## src/design/plom_pkg.sv

```systemverilog
// Package for the ping latency overload monitor: sizes, codes, controller states.
// No dependencies.
package plom_pkg;

    localparam int NUM_BUCKETS   = 128;
    localparam int HISTORY_DEPTH = 128;
    localparam int BIDX_W = $clog2(NUM_BUCKETS);
    localparam int HIDX_W = $clog2(HISTORY_DEPTH);
    localparam int BCNT_W = $clog2(NUM_BUCKETS + 1);
    localparam int HCNT_W = $clog2(HISTORY_DEPTH + 1);
    // weighted sum: 32-bit counts times the sum of 1..NUM_BUCKETS
    localparam int SUM_W  = 32 + $clog2(NUM_BUCKETS * (NUM_BUCKETS + 1) / 2 + 1);
    localparam int ENT_W  = 32 + BCNT_W;
    // clearing pass after reset covers the deeper of the two RAMs
    localparam int CLR_DEPTH = (NUM_BUCKETS > HISTORY_DEPTH) ? NUM_BUCKETS : HISTORY_DEPTH;
    localparam int CLR_W     = $clog2(CLR_DEPTH);
    localparam logic [23:0] LAT_MAX = 24'hFFFFFF;

    localparam logic [1:0] KIND_SEND    = 2'd0;
    localparam logic [1:0] KIND_RESP    = 2'd1;
    localparam logic [1:0] KIND_COMPUTE = 2'd2;
    localparam logic [1:0] KIND_RSVD    = 2'd3;

    localparam logic [2:0] REG_WIDTH  = 3'd0;
    localparam logic [2:0] REG_NBUCK  = 3'd1;
    localparam logic [2:0] REG_THRESH = 3'd2;
    localparam logic [2:0] REG_HLEN   = 3'd3;
    localparam logic [2:0] REG_CLRWIN = 3'd4;
    localparam logic [2:0] REG_EXCWIN = 3'd5;

    typedef enum logic [3:0] {
        ST_CLR,
        ST_IDLE,
        ST_DIV,
        ST_RESP_RD,
        ST_RESP_WR,
        ST_SCAN,
        ST_SCAN_LAST,
        ST_MEAN,
        ST_LAT,
        ST_WIN_RD,
        ST_WIN,
        ST_HEAD,
        ST_OUT
    } plom_state_t;

    // controller -> datapath commands
    typedef struct packed {
        logic clear;       // zero one entry of each RAM
        logic load;        // capture input transaction
        logic div_step;    // one quotient bit
        logic resp_rd;     // issue bucket read for response
        logic resp_wr;     // write incremented bucket
        logic scan_rd;     // issue scan read at scan index, zeroing that bucket
        logic scan_acc;    // accumulate returned scan data
        logic mean_step;   // one mean quotient bit
        logic lat_wr;      // compute latency and write history
        logic win_rd;      // issue window read
        logic win_acc;     // accumulate window entry
        logic head_step;   // wrap history head by the history length
        logic finish;      // build result
    } plom_cmd_t;

    // datapath -> controller status
    typedef struct packed {
        logic [1:0] kind;
        logic       clr_done;
        logic       resp_ok;
        logic       div_done;
        logic       scan_last;
        logic       mean_done;
        logic       win_last;
        logic       head_ok;
    } plom_stat_t;

endpackage

```

## src/design/plom_ctrl.sv

```systemverilog
// Controller state machine of the monitor.
// Depends on plom_pkg.
module plom_ctrl
    import plom_pkg::*;
(
    input  logic       clk,
    input  logic       rst_n,
    input  logic       in_valid,
    output logic       in_ready,
    output logic       out_valid,
    input  logic       out_ready,
    input  plom_stat_t stat,
    output plom_cmd_t  cmd
);
    plom_state_t state_reg, state_next;
    logic        ovalid_reg, ovalid_next;

    // next state
    always_comb
    begin
        state_next = state_reg;
        unique case (state_reg)
            ST_CLR:       if (stat.clr_done) state_next = ST_IDLE;
            ST_IDLE:
            begin
                if (in_valid && !ovalid_reg)
                begin
                    priority case (stat.kind)
                        KIND_RESP:    state_next = ST_DIV;
                        KIND_COMPUTE: state_next = ST_SCAN;
                        default:      state_next = ST_OUT;
                    endcase
                end
            end
            ST_DIV:       if (stat.div_done) state_next = stat.resp_ok ? ST_RESP_RD : ST_OUT;
            ST_RESP_RD:   state_next = ST_RESP_WR;
            ST_RESP_WR:   state_next = ST_OUT;
            ST_SCAN:      if (stat.scan_last) state_next = ST_SCAN_LAST;
            ST_SCAN_LAST: state_next = ST_MEAN;
            ST_MEAN:      if (stat.mean_done) state_next = ST_LAT;
            ST_LAT:       state_next = ST_WIN_RD;
            ST_WIN_RD:    state_next = ST_WIN;
            ST_WIN:       if (stat.win_last) state_next = ST_HEAD;
            ST_HEAD:      if (stat.head_ok) state_next = ST_OUT;
            ST_OUT:       state_next = ST_IDLE;
            default:      state_next = ST_IDLE;
        endcase
    end

    // outputs
    always_comb
    begin
        cmd = '0;
        ovalid_next = ovalid_reg && !out_ready;
        in_ready = (state_reg == ST_IDLE) && !ovalid_reg;
        unique case (state_reg)
            ST_CLR:       cmd.clear = 1'b1;
            ST_IDLE:      cmd.load = in_valid && !ovalid_reg;
            ST_DIV:       cmd.div_step = 1'b1;
            ST_RESP_RD:   cmd.resp_rd = 1'b1;
            ST_RESP_WR:   cmd.resp_wr = 1'b1;
            ST_SCAN:
            begin
                cmd.scan_rd  = 1'b1;
                cmd.scan_acc = 1'b1;
            end
            ST_SCAN_LAST: cmd.scan_acc = 1'b1;
            ST_MEAN:      cmd.mean_step = 1'b1;
            ST_LAT:       cmd.lat_wr = 1'b1;
            ST_WIN_RD:    cmd.win_rd = 1'b1;
            ST_WIN:
            begin
                cmd.win_rd  = 1'b1;
                cmd.win_acc = 1'b1;
            end
            ST_HEAD:      cmd.head_step = 1'b1;
            ST_OUT:
            begin
                cmd.finish  = 1'b1;
                ovalid_next = 1'b1;
            end
            default: ;
        endcase
    end

    assign out_valid = ovalid_reg;

    always_ff @(posedge clk or negedge rst_n)
    begin
        if (!rst_n)
        begin
            state_reg  <= ST_CLR;
            ovalid_reg <= 1'b0;
        end
        else
        begin
            state_reg  <= state_next;
            ovalid_reg <= ovalid_next;
        end
    end
endmodule

```

## config.mk

```make
export PLATFORM = sky130hd
export DESIGN_NAME = plom_ctrl
export DESIGN_NICKNAME = d
export VERILOG_FILES = /design/src/design/plom_pkg.sv /design/src/design/plom_ctrl.sv
export SDC_FILE = /design/constraint.sdc
export NUM_CORES = 1
export LEC_CHECK = 0
export BUFFER_PORTS_ARGS = -buffer_cell sky130_fd_sc_hd__buf_2
export CORE_MARGIN = 5
export CORE_UTILIZATION = 45
export DETAILED_ROUTE_END_ITERATION = 16
export PLACE_DENSITY = 0.77
export SYNTH_ARGS = -nofsm -noshare
export SYNTH_HDL_FRONTEND = slang
export SYNTH_SLANG_ARGS = --single-unit
```

## constraint.sdc

```tcl
create_clock -name clk -period 2.3 [get_ports clk]
set_input_delay 0.115 -clock clk [delete_from_list [all_inputs] [get_ports clk]]
set_output_delay 0.115 -clock clk [all_outputs]
set_load 0.02 [all_outputs]
```

==> summary.md <==
| Metric | Value |
|---|---|
| Status | complete, no violations |
| Sequential share of the synthesized area | 19.9% |
| ANT nets after route | 0 |
| Final Non-Filler Cells | roughly 130 |
| Clock slew at reported path FFs | approximately 0.050 ns |
| Finished Cell Area | ~790 um^2 |
| CTS root buffer | clkbuf_4 |
| TritonRoute pass-1 iters | 4 |
| WL final | 1.68 mm |
| R2R depth | 4 |
| Worst-Margin Slew | between 0.5 and 0.6 ns |
| Max IR drop VDD | between 0.0007 and 0.0008 V |
| Post-synth EDFFs | 0 |
| Clock power frac | a little under a tenth |
| Commonest cells after routing, fill and taps aside | buf_2 (27), nor2_1 (8), nor3_1 (7), inv_1 (6) |
| Slew HR | approximately 64% |
| Initial antenna violation count | 0 |
| Worst flop-to-flop path endpoint | state_reg[2] |
| CTS tree | built |
| Minimum clock period | around 1.9 ns |
| Post-DP HPWL | roughly 1.2 mm |
| Top FF cell, synth | dfrtp_1 |
| RSZ-0062 raised after global routing | false |
| Final WS setup | ~0.41 ns |
| Largest net degree at the start of global routing | 20 |
| Switching Fraction | between 50% and 60% |
| Max reg flops | 4 |
| TritonCTS Sinks | 5 |
| GPL Wtd Cong | a little under 0.8 |
| PortBufs | 27 |
| Total CTS buffers | 3 |
| Post-Syn Nets | ~100 |
| Fmax | 530 MHz |
| Maximum clock insertion buffer count | 2 |
| Req. time, crit path | 2.18 ns |
| Maxcap violations | 0 |
| Via density | ~5.7 |
| Synthesized cell area | about 630 um^2 |
| Worst Setup SP | state_reg[0] |
| Skew final | about 0.0024 ns |
| Fill cells | approximately 130 |
| Worst R2R Setup Slack | approximately 0.44 ns |
| Final setup TNS | 0 ns |
| WL/cell | ~13 um |
| Initial Utilization | around 48% |
| Die Wd | 47.4 um |
| Dpl ws | 0.464 ns |
| Die Y | approximately 47 um |
| DRC | 0 |
| Post-synth ARST share | between 90% and 100% |
| Tot GR Track Use | 17.3% |
| H-tree levels | 1 |
| Cell depth of the worst hold path | 2 |
| Pwr/cell area | between 1000 and 1500 nW/um^2 |
| Met1 GRT Util | about a fifth |
| Type of the tightest min-delay check | in2reg |
| Min-Delay Endpoint | out_valid |
| Final Util | 59.7% |
| Area Overhead vs Synth | 25.0% |
| Share of cells above drive strength 1 | a little under a third |
| Final net count | 127 |
| CP max FO | 19 |
| Period utilisation layout | between 80% and 90% |
| Yosys reg bits | 5 |
| # rows | 13 |
| Antenna Cells | 0 |
| Placeable Area | roughly 1300 um^2 |
| Hold Crit Start | out_ready |
| Die ar. | 2250 um^2 |
| Clock Latency Late Sink | roughly 0.24 ns |
| Overflow after GRT | 0 |
| Leak pwr | between 0.3 and 0.4 nW |
| Placed Cells | 120 |
| Most common cell after layout, fill and taps aside | buf_2 |
| R2R Path Start | state_reg[0] |
| Placed cell areas | 751 um^2 |
| Post-Syn Area per Cell | 7.40 um^2 |
| Final Hold Viols | 0 |
| 1st-iter DRT viols | 15 |
| CP arrival | 1.77 ns |
| Max-slew violations | 0 |
| Critical Path Sink Type | output port |
| I/O pins | 28 |
| Sequential power share | between 20% and 30% |
| PostCTS Resize Cnt | 0 |
| Vias in the first global route | between 500 and 600 |
| Cell-internal power | about 0.53 mW |
| Crit path kind | reg2out |
| First-pass GRT wire length | 2.69 mm |
| Finish-stage setup viols | 0 |
| Post-Synthesis Cells | 85 |
| Ys Warns | 0 |
| Comb pwr share | between 60% and 70% |
| Postcts setup bufs | 0 |
| Met3 Usage GRT | 6.13% |
| Post-synthesis cell type count | 36 |
| M2 GR Usage | approximately 27% |
| Net Sw Power | about 0.59 mW |
| Busiest grt layer | met2 |
| Post-CTS Hold Buffers | 1 |
| Total number of vias | 718 |
| Setup crit start kind | flop |
[synth_stat cells (2+ instances only)]
master | instances | share of area (%)
a31oi_1 | 3 | 3.0
buf_2 | 2 | 1.6
a21oi_1 | 2 | 1.6
nand2_1 | 3 | 1.8
dfrtp_1 | 5 | 20
inv_1 | 6 | 3.6
o21ai_0 | 4 | 3.2
o22ai_1 | 3 | 3.0
clkbuf_1 | 4 | 2.4
ha_1 | 3 | 6.0
nand2b_1 | 4 | 4.0
nor2_1 | 8 | 4.8
mux2i_1 | 2 | 3.2
nor2b_1 | 5 | 5.0
nor3_1 | 7 | 5.6
o21a_1 | 3 | 3.6
or3_1 | 2 | 2.0
[area by class of cell]
class / count / area [um^2] / share of cell area, %
sequential: 5 / 125 / 15.9
clock buffer: 4 / 26.3 / 3.34
tap: 15 / 18.8 / 2.38
inverter: 6 / 22.5 / 2.86
multi-input combinational: 66 / 442 / 56.1
timing repair buffer: 29 / 153 / 19.4
[layer usage]
layer  part of all wire, %  wire length, um
met1                    42              699
met2                    48              805
met3                   8.9              149
met4                   1.3               21
met5                     0                0
[critical path, cell delays in order (launching register included)]
cell     delay (ns)
dfrtp_1        0.64
or4b_4         0.53
and2b_1        0.20
buf_2          0.15
[worst max-delay path by stage]
stage,end,slack [ns],cells after the start
floorplan,state_reg[2],0.66,5
global placement,state_reg[2],0.51,4
detailed placement,state_reg[2],0.46,4
CTS,cmd[11],0.41,3
global route,cmd[11],0.28,3
finish,cmd[11],0.41,3
[per-stage QoR]
stage | hold WS [ns] | power [mW]
6_report | 0.0557 | 1.12
5_1_grt | 0.0438 | 1.24
4_1_cts | 0.0500 | 1.12
3_5_place_dp | -0.0662 | 1.01
3_3_place_gp | -0.0671 | 0.993
2_1_floorplan | -0.181 | 0.852
[logic make-up after synthesis]
kind of cell | Yosys count | share of synthesized area, %
buf+inv | 14 | 9.94
simple gates | 37 | 34.2
flops | 5 | 19.9
compound gates | 24 | 26.8
fa+ha+maj | 3 | 5.96
mux | 2 | 3.18
[power groups by stage]
stage               logic [mW]  registers, mW  clock network [mW]
finish                   0.738          0.277               0.104
global route             0.815          0.300               0.125
CTS                      0.741          0.273               0.107
detailed placement       0.735          0.274                   0
global placement         0.724          0.269                   0
floorplan                0.687          0.165                   0
(Power assumes the default switching activity.)
